$ cat src/design/lcpd_pkg.sv
// Shared types and constants for the line centroid PID motor drive block.
// Used by lcpd_ctrl, lcpd_dp and line_centroid_pid_motor_drive; depends on nothing.
package lcpd_pkg;

  localparam int NUM_SENSORS    = 8;
  localparam int GAIN_FRAC_BITS = 8;

  localparam int SAMPLE_W = 10;
  localparam int SUM_W    = SAMPLE_W + $clog2(NUM_SENSORS);
  localparam int WSUM_W   = SAMPLE_W + $clog2(NUM_SENSORS * (NUM_SENSORS - 1) / 2 + 1);
  localparam int SIDX_W   = $clog2(NUM_SENSORS);

  localparam int SCALE   = 1000;
  localparam int POS_MAX = (NUM_SENSORS - 1) * SCALE;
  localparam int CENTER  = (NUM_SENSORS - 1) * SCALE / 2;
  localparam int QUO_W   = $clog2(POS_MAX + 1);
  localparam int DVD_W   = WSUM_W + $clog2(SCALE);

  localparam int ERR_W   = 13;
  localparam int DER_W   = ERR_W + 1;
  localparam int INT_W   = 24;
  localparam int GAIN_W  = 16;
  localparam int SPEED_W = 10;
  localparam int PWM_W   = 8;
  localparam int PWM_MAX = 255;
  localparam int PROD_W  = INT_W + GAIN_W;
  localparam int ACC_W   = PROD_W + 2;
  localparam int CTRL_W  = ACC_W - GAIN_FRAC_BITS;

  localparam int CFG_IDX_W  = 3;
  localparam int CFG_DATA_W = 16;

  localparam int MAC_TERMS = 3;
  localparam int CNT_W     = $clog2(QUO_W);

  localparam logic [CNT_W-1:0] LAST_SENSOR   = CNT_W'(NUM_SENSORS - 1);
  localparam logic [CNT_W-1:0] LAST_DIV_STEP = CNT_W'(QUO_W - 1);
  localparam logic [CNT_W-1:0] LAST_MAC      = CNT_W'(MAC_TERMS - 1);

  // Index of each product term in the multiply-accumulate sequence.
  localparam logic [CNT_W-1:0] MAC_P = CNT_W'(0);
  localparam logic [CNT_W-1:0] MAC_I = CNT_W'(1);
  localparam logic [CNT_W-1:0] MAC_D = CNT_W'(2);

  typedef enum logic [CFG_IDX_W-1:0] {
    REG_DRIVE_SPEED = 3'd0,
    REG_MIN_SPEED   = 3'd1,
    REG_MAX_SPEED   = 3'd2,
    REG_GAIN_P      = 3'd3,
    REG_GAIN_I      = 3'd4,
    REG_GAIN_D      = 3'd5
  } cfg_reg_t;

  typedef enum logic [3:0] {
    ST_IDLE,
    ST_ACCUM,
    ST_DIV_LOAD,
    ST_DIVIDE,
    ST_ERR,
    ST_INTEG,
    ST_MAC,
    ST_CTRL,
    ST_DRIVE
  } state_t;

  typedef enum logic [3:0] {
    OP_NONE,
    OP_LOAD,
    OP_ACCUM,
    OP_DIV_LOAD,
    OP_DIV_STEP,
    OP_ERR,
    OP_INTEG,
    OP_MAC,
    OP_CTRL,
    OP_DRIVE
  } dp_op_t;

  typedef struct packed {
    dp_op_t           op;
    logic [CNT_W-1:0] idx;
  } dp_cmd_t;

  typedef struct packed {
    logic out_free;
  } dp_status_t;

endpackage

$ cat src/design/lcpd_ctrl.sv
// Sequencer for the line centroid PID block: steps the datapath through one item.
// Depends on lcpd_pkg.
module lcpd_ctrl import lcpd_pkg::*; (
  input  logic       clk,
  input  logic       rst_n,
  input  logic       in_valid,
  output logic       in_ready,
  input  dp_status_t status,
  output dp_cmd_t    cmd
);

  state_t           state_r, state_nxt;
  logic [CNT_W-1:0] cnt_r, cnt_nxt;

  always_ff @(posedge clk) begin
    if (!rst_n) begin
      state_r <= ST_IDLE;
      cnt_r   <= '0;
    end else begin
      state_r <= state_nxt;
      cnt_r   <= cnt_nxt;
    end
  end

  always_comb begin
    state_nxt = state_r;
    cnt_nxt   = cnt_r;
    in_ready  = 1'b0;
    cmd.op    = OP_NONE;
    cmd.idx   = cnt_r;
    case (state_r)
      ST_IDLE: begin
        in_ready = 1'b1;
        if (in_valid) begin
          cmd.op    = OP_LOAD;
          cnt_nxt   = '0;
          state_nxt = ST_ACCUM;
        end
      end
      ST_ACCUM: begin
        cmd.op = OP_ACCUM;
        if (cnt_r == LAST_SENSOR) begin
          cnt_nxt   = '0;
          state_nxt = ST_DIV_LOAD;
        end else begin
          cnt_nxt = cnt_r + 1'b1;
        end
      end
      ST_DIV_LOAD: begin
        cmd.op    = OP_DIV_LOAD;
        cnt_nxt   = '0;
        state_nxt = ST_DIVIDE;
      end
      ST_DIVIDE: begin
        cmd.op = OP_DIV_STEP;
        if (cnt_r == LAST_DIV_STEP) begin
          cnt_nxt   = '0;
          state_nxt = ST_ERR;
        end else begin
          cnt_nxt = cnt_r + 1'b1;
        end
      end
      ST_ERR: begin
        cmd.op    = OP_ERR;
        state_nxt = ST_INTEG;
      end
      ST_INTEG: begin
        cmd.op    = OP_INTEG;
        cnt_nxt   = '0;
        state_nxt = ST_MAC;
      end
      ST_MAC: begin
        cmd.op = OP_MAC;
        if (cnt_r == LAST_MAC) begin
          cnt_nxt   = '0;
          state_nxt = ST_CTRL;
        end else begin
          cnt_nxt = cnt_r + 1'b1;
        end
      end
      ST_CTRL: begin
        cmd.op    = OP_CTRL;
        state_nxt = ST_DRIVE;
      end
      ST_DRIVE: begin
        // Wait until the output register can take the result.
        if (status.out_free) begin
          cmd.op    = OP_DRIVE;
          state_nxt = ST_IDLE;
        end
      end
      default: begin
        state_nxt = ST_IDLE;
      end
    endcase
  end

endmodule

$ cat src/design/lcpd_dp.sv
// Datapath of the line centroid PID block: registers, sums, divider, MAC and drive limits.
// Depends on lcpd_pkg; driven by lcpd_ctrl through dp_cmd_t.
module lcpd_dp import lcpd_pkg::*; (
  input  logic                         clk,
  input  logic                         rst_n,
  input  dp_cmd_t                      cmd,
  output dp_status_t                   status,
  input  logic [SAMPLE_W-1:0]          sensors [NUM_SENSORS],
  input  logic                         cfg_valid,
  input  logic [CFG_IDX_W-1:0]         cfg_index,
  input  logic [CFG_DATA_W-1:0]        cfg_data,
  output logic                         out_valid,
  input  logic                         out_ready,
  output logic                         out_dir_a,
  output logic [PWM_W-1:0]             out_pwm_a,
  output logic                         out_dir_b,
  output logic [PWM_W-1:0]             out_pwm_b,
  output logic signed [ERR_W-1:0]      out_line_error
);

  localparam logic [ACC_W-1:0] ROUND_UP = ACC_W'((64'd1 << GAIN_FRAC_BITS) - 64'd1);

  // Configuration registers.
  logic signed [SPEED_W-1:0] drive_r, min_r, max_r;
  logic signed [GAIN_W-1:0]  gain_p_r, gain_i_r, gain_d_r;

  // Working registers.
  logic [SAMPLE_W-1:0]       smp_r [NUM_SENSORS];
  logic [SUM_W-1:0]          sum_r;
  logic [WSUM_W-1:0]         wsum_r;
  logic [SUM_W-1:0]          rem_r;
  logic [QUO_W-1:0]          quo_r;
  logic signed [ERR_W-1:0]   err_r, prev_r;
  logic signed [INT_W-1:0]   integ_r;
  logic signed [DER_W-1:0]   deriv_r;
  logic signed [ACC_W-1:0]   acc_r;
  logic signed [CTRL_W-1:0]  ctrl_r;
  logic                      out_valid_r;
  logic                      dir_a_r, dir_b_r;
  logic [PWM_W-1:0]          pwm_a_r, pwm_b_r;
  logic signed [ERR_W-1:0]   line_err_r;

  // Combinational terms.
  logic [SIDX_W-1:0]         sidx;
  logic [DVD_W-1:0]          dividend;
  logic [SUM_W:0]            trial;
  logic                      trial_ge;
  logic signed [QUO_W+1:0]   pos_err;
  logic signed [INT_W:0]     integ_sum;
  logic signed [INT_W-1:0]   integ_sat;
  logic signed [INT_W-1:0]   mac_a;
  logic signed [GAIN_W-1:0]  mac_b;
  logic signed [PROD_W-1:0]  product;
  logic signed [ACC_W-1:0]   acc_adj;
  logic signed [CTRL_W:0]    speed_a, speed_b;
  logic signed [SPEED_W-1:0] lim_a, lim_b;

  // Lower bound is tested first, so an inverted pair yields min below min and max otherwise.
  function automatic logic signed [SPEED_W-1:0] clamp_speed(
    input logic signed [CTRL_W:0]    x,
    input logic signed [SPEED_W-1:0] lo,
    input logic signed [SPEED_W-1:0] hi
  );
    logic signed [CTRL_W:0] lo_w;
    logic signed [CTRL_W:0] hi_w;
    lo_w = (CTRL_W+1)'(lo);
    hi_w = (CTRL_W+1)'(hi);
    if (x < lo_w) begin
      return lo;
    end else if (x > hi_w) begin
      return hi;
    end
    return x[SPEED_W-1:0];
  endfunction

  function automatic logic [PWM_W:0] drive_bits(input logic signed [SPEED_W-1:0] s);
    logic signed [SPEED_W-1:0] lim;
    logic signed [SPEED_W-1:0] mag;
    if (s < -SPEED_W'(PWM_MAX)) begin
      lim = -SPEED_W'(PWM_MAX);
    end else if (s > SPEED_W'(PWM_MAX)) begin
      lim = SPEED_W'(PWM_MAX);
    end else begin
      lim = s;
    end
    mag = (lim < 0) ? -lim : lim;
    return {(lim > 0), mag[PWM_W-1:0]};
  endfunction

  assign sidx     = cmd.idx[SIDX_W-1:0];
  assign dividend = DVD_W'(wsum_r) * DVD_W'(SCALE);
  assign trial    = {rem_r, quo_r[QUO_W-1]};
  assign trial_ge = trial >= {1'b0, sum_r};
  assign pos_err  = $signed({2'b00, quo_r}) - (QUO_W+2)'(CENTER);

  // Saturating 24-bit integral update: overflow when the two top bits differ.
  assign integ_sum = (INT_W+1)'(integ_r) + (INT_W+1)'(err_r);
  always_comb begin
    if (integ_sum[INT_W] != integ_sum[INT_W-1]) begin
      integ_sat = integ_sum[INT_W] ? {1'b1, {(INT_W-1){1'b0}}} : {1'b0, {(INT_W-1){1'b1}}};
    end else begin
      integ_sat = integ_sum[INT_W-1:0];
    end
  end

  always_comb begin
    case (cmd.idx)
      MAC_P: begin
        mac_a = INT_W'(err_r);
        mac_b = gain_p_r;
      end
      MAC_I: begin
        mac_a = integ_r;
        mac_b = gain_i_r;
      end
      MAC_D: begin
        mac_a = INT_W'(deriv_r);
        mac_b = gain_d_r;
      end
      default: begin
        mac_a = '0;
        mac_b = '0;
      end
    endcase
  end
  assign product = PROD_W'(mac_a) * PROD_W'(mac_b);

  // Floor of (acc + 2^F - 1) / 2^F for negative acc gives truncation toward zero.
  assign acc_adj = acc_r + (acc_r[ACC_W-1] ? $signed(ROUND_UP) : $signed(ACC_W'(0)));

  assign speed_a = (CTRL_W+1)'(drive_r) + (CTRL_W+1)'(ctrl_r);
  assign speed_b = (CTRL_W+1)'(drive_r) - (CTRL_W+1)'(ctrl_r);
  assign lim_a   = clamp_speed(speed_a, min_r, max_r);
  assign lim_b   = clamp_speed(speed_b, min_r, max_r);

  always_ff @(posedge clk) begin
    if (!rst_n) begin
      drive_r  <= '0;
      min_r    <= -SPEED_W'(PWM_MAX);
      max_r    <= SPEED_W'(PWM_MAX);
      gain_p_r <= '0;
      gain_i_r <= '0;
      gain_d_r <= '0;
    end else if (cfg_valid) begin
      case (cfg_index)
        REG_DRIVE_SPEED: drive_r  <= cfg_data[SPEED_W-1:0];
        REG_MIN_SPEED:   min_r    <= cfg_data[SPEED_W-1:0];
        REG_MAX_SPEED:   max_r    <= cfg_data[SPEED_W-1:0];
        REG_GAIN_P:      gain_p_r <= cfg_data[GAIN_W-1:0];
        REG_GAIN_I:      gain_i_r <= cfg_data[GAIN_W-1:0];
        REG_GAIN_D:      gain_d_r <= cfg_data[GAIN_W-1:0];
        default: ;
      endcase
    end
  end

  always_ff @(posedge clk) begin
    if (!rst_n) begin
      prev_r  <= '0;
      integ_r <= '0;
    end else if (cmd.op == OP_INTEG) begin
      prev_r  <= err_r;
      integ_r <= integ_sat;
    end
  end

  always_ff @(posedge clk) begin
    case (cmd.op)
      OP_LOAD: begin
        smp_r  <= sensors;
        sum_r  <= '0;
        wsum_r <= '0;
      end
      OP_ACCUM: begin
        sum_r  <= sum_r + SUM_W'(smp_r[sidx]);
        wsum_r <= wsum_r + WSUM_W'(smp_r[sidx]) * WSUM_W'(sidx);
      end
      OP_DIV_LOAD: begin
        rem_r <= SUM_W'(dividend >> QUO_W);
        quo_r <= dividend[QUO_W-1:0];
      end
      OP_DIV_STEP: begin
        rem_r <= trial_ge ? SUM_W'(trial - {1'b0, sum_r}) : trial[SUM_W-1:0];
        quo_r <= {quo_r[QUO_W-2:0], trial_ge};
      end
      OP_ERR: begin
        err_r <= (sum_r == '0) ? prev_r : pos_err[ERR_W-1:0];
      end
      OP_INTEG: begin
        deriv_r <= DER_W'(err_r) - DER_W'(prev_r);
        acc_r   <= '0;
      end
      OP_MAC: begin
        acc_r <= acc_r + ACC_W'(product);
      end
      OP_CTRL: begin
        ctrl_r <= acc_adj[ACC_W-1:GAIN_FRAC_BITS];
      end
      default: ;
    endcase
  end

  always_ff @(posedge clk) begin
    if (!rst_n) begin
      out_valid_r <= 1'b0;
    end else if (cmd.op == OP_DRIVE) begin
      out_valid_r <= 1'b1;
    end else if (out_ready) begin
      out_valid_r <= 1'b0;
    end
  end

  always_ff @(posedge clk) begin
    if (cmd.op == OP_DRIVE) begin
      {dir_a_r, pwm_a_r} <= drive_bits(lim_a);
      {dir_b_r, pwm_b_r} <= drive_bits(lim_b);
      line_err_r         <= err_r;
    end
  end

  assign status.out_free = !out_valid_r || out_ready;
  assign out_valid       = out_valid_r;
  assign out_dir_a       = dir_a_r;
  assign out_pwm_a       = pwm_a_r;
  assign out_dir_b       = dir_b_r;
  assign out_pwm_b       = pwm_b_r;
  assign out_line_error  = line_err_r;

endmodule

$ cat src/design/line_centroid_pid_motor_drive.sv
// Top level of the line follower: weighted centroid, PID step and two motor drives.
// Depends on lcpd_pkg, lcpd_ctrl and lcpd_dp.
//
//   Channel   Signals                                     Direction
//   input     in_valid/in_ready, in_sensor_0..7           one sensor set per transfer
//   result    out_valid/out_ready, out_dir_a/b, out_pwm_a/b, out_line_error
//   config    cfg_valid/cfg_ready, cfg_index, cfg_data    register writes, always ready
//
// An item goes from its transfer to its result in the output register in these steps:
// one cycle per sensor to form the sums, a restoring divider that retires one
// quotient bit per cycle (13 bits), and a shared multiplier that accumulates the
// three PID products one per cycle. The next item is taken in the cycle after the
// result enters the output register, so items never overlap. A stalled consumer holds
// that register; the next result then waits in the drive state and input is refused.
// Reset (rst_n low at a clock edge) clears the state, out_valid, the PID history
// and the configuration registers to their defaults; other registers are not reset.
module line_centroid_pid_motor_drive import lcpd_pkg::*; (
  input  logic                    clk,
  input  logic                    rst_n,
  input  logic                    in_valid,
  output logic                    in_ready,
  input  logic [SAMPLE_W-1:0]     in_sensor_0,
  input  logic [SAMPLE_W-1:0]     in_sensor_1,
  input  logic [SAMPLE_W-1:0]     in_sensor_2,
  input  logic [SAMPLE_W-1:0]     in_sensor_3,
  input  logic [SAMPLE_W-1:0]     in_sensor_4,
  input  logic [SAMPLE_W-1:0]     in_sensor_5,
  input  logic [SAMPLE_W-1:0]     in_sensor_6,
  input  logic [SAMPLE_W-1:0]     in_sensor_7,
  output logic                    out_valid,
  input  logic                    out_ready,
  output logic                    out_dir_a,
  output logic [PWM_W-1:0]        out_pwm_a,
  output logic                    out_dir_b,
  output logic [PWM_W-1:0]        out_pwm_b,
  output logic signed [ERR_W-1:0] out_line_error,
  input  logic                    cfg_valid,
  output logic                    cfg_ready,
  input  logic [CFG_IDX_W-1:0]    cfg_index,
  input  logic [CFG_DATA_W-1:0]   cfg_data
);

  dp_cmd_t             cmd;
  dp_status_t          status;
  logic [SAMPLE_W-1:0] sensors [NUM_SENSORS];

  // Sensor ports gathered into one array, position order.
  assign sensors[0] = in_sensor_0;
  assign sensors[1] = in_sensor_1;
  assign sensors[2] = in_sensor_2;
  assign sensors[3] = in_sensor_3;
  assign sensors[4] = in_sensor_4;
  assign sensors[5] = in_sensor_5;
  assign sensors[6] = in_sensor_6;
  assign sensors[7] = in_sensor_7;

  // Configuration writes are registered directly, so the port never stalls.
  assign cfg_ready = 1'b1;

  lcpd_ctrl u_ctrl (
    .clk      (clk),
    .rst_n    (rst_n),
    .in_valid (in_valid),
    .in_ready (in_ready),
    .status   (status),
    .cmd      (cmd)
  );

  lcpd_dp u_dp (
    .clk            (clk),
    .rst_n          (rst_n),
    .cmd            (cmd),
    .status         (status),
    .sensors        (sensors),
    .cfg_valid      (cfg_valid),
    .cfg_index      (cfg_index),
    .cfg_data       (cfg_data),
    .out_valid      (out_valid),
    .out_ready      (out_ready),
    .out_dir_a      (out_dir_a),
    .out_pwm_a      (out_pwm_a),
    .out_dir_b      (out_dir_b),
    .out_pwm_b      (out_pwm_b),
    .out_line_error (out_line_error)
  );

endmodule

$ cat config.mk
export PLATFORM = sky130hd
export DESIGN_NAME = line_centroid_pid_motor_drive
export DESIGN_NICKNAME = d
export VERILOG_FILES = /design/src/design/lcpd_pkg.sv /design/src/design/lcpd_ctrl.sv /design/src/design/lcpd_dp.sv /design/src/design/line_centroid_pid_motor_drive.sv
export SDC_FILE = /design/constraint.sdc
export NUM_CORES = 2
export LEC_CHECK = 0
export ABC_AREA = 1
export BUFFER_PORTS_ARGS = -buffer_cell sky130_fd_sc_hd__buf_2
export CAP_MARGIN = 20
export CORE_MARGIN = 2
export CORE_UTILIZATION = 40
export DETAILED_ROUTE_END_ITERATION = 12
export GPL_ROUTABILITY_DRIVEN = 1
export GPL_TIMING_DRIVEN = 0
export PLACE_DENSITY = 0.51
export SLEW_MARGIN = 10
export SYNTH_ARGS = -nofsm -noshare
export SYNTH_HDL_FRONTEND = slang
export SYNTH_HIERARCHICAL = 1
export SYNTH_SLANG_ARGS = --single-unit
$ cat constraint.sdc
create_clock -name clk -period 8.4 [get_ports clk]
set_input_delay 1.68 -clock clk [delete_from_list [all_inputs] [get_ports clk]]
set_output_delay 1.68 -clock clk [all_outputs]
set_load 0.05 [all_outputs]
==> qor.yml <==
hold_slack_ps: 455
clk_latency_ps: 660
fin_setup_tns_ps: 0
yosysWarnings: 6
ys_ff_latch: 392
synth_most_common_cell: "nand2_1"
period_needed_ps: 8090
startpoint_type: "flip-flop"
leakagePower_uw: 0.0252
dr.pass1.iters: 7
worst_pin_slew_ps: 940
tritoncts_num_sinks: 392
period_share: 0.963
synth_area_leaders: "fa_1, edfxtp_1, ha_1, nand2_1, inv_1"
yosysTopAreaCellShare: 0.223
grt_max_degree: 45
peakVddDrop_mv: 0.644
maxCapViolCount: 0
routed_via_density: 5.04
grtUsageTotal: 0.235
syn_to_final_growth_pct: 12.5
clk_pin_slew_ps: 60
gp_congestion: 0.931
first_global_vias: 36800
routedWlPerCell_um: 18.4
synth_cell_type_count: 62
die_x_um: 339
initialDrtViolationCount: 2075
outcome: "finished clean"
place_area_mm2: 0.0479
synth_top_cell_by_area: "fa_1"
overflow: 0
crit_required_ps: 8770
critPathSlowestCell: "fa_1"
num_rows: 122
syn_avg_cell_area_um2: 8.20
multi_input_area_mm2: 0.0302
routed_wl_um: 134000
end_kind: "flip-flop"
synth_cells: 5472
drc: 0
syn_area_mm2: 0.0449
antenna_found_initial: 8
grt_first_pass_wirelength_um: 210000
fillers: 11100
synth.yosys.seq_area_share: 0.235
slew_headroom: 0.369
critPathMaxFanout: 10
synth_fp_nets: 6540
async_flop_share: 0
timing.fmax_ghz: 0.124
synth_edf_count: 268
fin_worst_skew_ps: 43.4
ant_nets: 0
ios: 138
critical-path-max-stage-delay_ps: 620
start_util: 0.405
regArea_mm2: 0.0105
clock-root-buffer: "clkbuf_16"
final_area_mm2: 0.0505
finalHoldViolations: 0
port_buffers: 136
layout.nets: 6795
synth_commonest_cells: "nand2_1, inv_1, fa_1"
cp.arrival_ps: 8460
numCtsBuffers: 51
cts_max_level: 2
setup_viol: 0
dp_hpwl_um: 111000
power_density_mw_per_mm2: 434
final_max_slew_viol_count: 0
die-area_mm2: 0.115
clock_path_buffers: 3
die_h_um: 339
final_util: 0.455
cts_tree: "built"
core_mm2: 0.111
drive_above_1_share: 0.0865
hp-class: "flip-flop to flip-flop"
synth_flop_cell: "edfxtp_1"
path_class: "flip-flop to flip-flop"
num_vias: 36600
==> area by class of cell <==
type	count	area share
antenna	3	0.000149
buffer	140	0.0159
clock buffer	69	0.0280
clock inverter	26	0.00617
inverter	1044	0.0777
multi-input combinational	3889	0.598
sequential	392	0.209
tap	1488	0.0369
timing repair buffer	209	0.0284
==> layer usage <==
| metal | global-route usage | vias up | wire length, um |
|---|---|---|---|
| met4 | 0.0919 | 8 | 5850 |
| met5 | 0 | - | 56 |
| met1 | 0.290 | 17700 | 56000 |
| met3 | 0.0274 | 231 | 5890 |
| met2 | 0.415 | 797 | 66100 |
| li1 | - | 17900 | - |
==> critical path, delay by kind of cell, from the launching register on <==
kind	cells	cell delay, ps
buffers and inverters	11	1730
adder cells (fa/ha/maj)	7	3520
AND/OR/NAND/NOR	8	640
flip-flops	1	380
AO/OA/AOI/OAI	8	1520
==> registers in the layout, indices dropped and copies added (netlist names), 8 cells and up <==
name,flops
u_dp/rem_r,13
u_dp/wsum_r,15
u_dp/drive_r,10
u_dp/out_line_error,13
u_dp/ctrl_r,34
u_dp/min_r,10
u_dp/out_pwm_a,8
u_dp/prev_r,13
u_dp/max_r,10
u_dp/quo_r,13
u_dp/deriv_r,14
u_dp/smp_r,80
u_dp/gain_p_r,16
u_dp/gain_d_r,16
u_dp/integ_r,24
u_dp/sum_r,13
u_dp/err_r,13
u_dp/out_pwm_b,8
u_dp/acc_r,42
u_dp/gain_i_r,16
==> power by group <==
part           switching [uW]  total [uW]  internal [uW]
clock                     935        2250           1310
combinational           10000       16100           6080
sequential                488        3560           3070
==> cells in the final DEF (no fill, tap or decap), types with 15 or more instances in the layout <==
master / n
nand2_1: 1216
inv_1: 1034
fa_1: 496
ha_1: 458
a21oi_1: 379
nor2_1: 375
edfxtp_1: 268
o21ai_0: 267
buf_2: 146
xor2_1: 128
dfxtp_1: 120
nand3_1: 117
clkbuf_1: 82
buf_4: 59
clkbuf_16: 53
o211ai_1: 36
nor3_1: 35
nand4_1: 34
xnor2_1: 34
nand2_2: 29
clkbuf_2: 22
a31oi_1: 21
o21a_1: 21
o21ai_1: 20
nor4_1: 18
a21o_1: 17
nand3_2: 15
buf_6: 15
o21bai_1: 15
==> worst paths after layout <==
path	start	slack, ps	cells after the start	to
worst min-delay path	u_dp/gain_p_r[2]	460	2	u_dp/gain_p_r[2]
worst max-delay path	u_ctrl/cnt_r[1]	310	34	u_dp/acc_r[38]
worst min register to register	u_dp/gain_p_r[2]	460	2	u_dp/gain_p_r[2]
worst max register to register	u_ctrl/cnt_r[1]	310	34	u_dp/acc_r[38]
==> stage by stage <==
step / power (uW) / worst slack, ps / cells
floorplan: 15000 / 704 / 5472
global placement: 19000 / -2370 / 7096
detailed placement: 19200 / -2270 / 7127
CTS: 21800 / -43.4 / 7239
global route: 24600 / -52.2 / 7258
finish: 21900 / 311 / 7260
==> cell families (layout without fill, tap and decap cells) <==
family / after synthesis / after routing / share of synthesized area
buffers and inverters: 1191 / 1488 / 0.101
other: 1 / 4 / 0.0000835
AND/OR/NAND/NOR: 1901 / 1901 / 0.173
XOR/XNOR: 162 / 162 / 0.0316
AO/OA/AOI/OAI: 861 / 861 / 0.107
adder cells (fa/ha/maj): 964 / 964 / 0.352
flip-flops: 392 / 392 / 0.235
==> repair_timing <==
item / 4_1_cts / 5_1_grt
hold buffers: 0 / 0
pin swaps: 16 / 19
buffers inserted: 23 / 18
gates cloned: 0 / 1
resized for setup: 123 / 79
endpoints found under the setup margin: 33 / 17
Note: power is estimated with default switching activity, not from simulation.
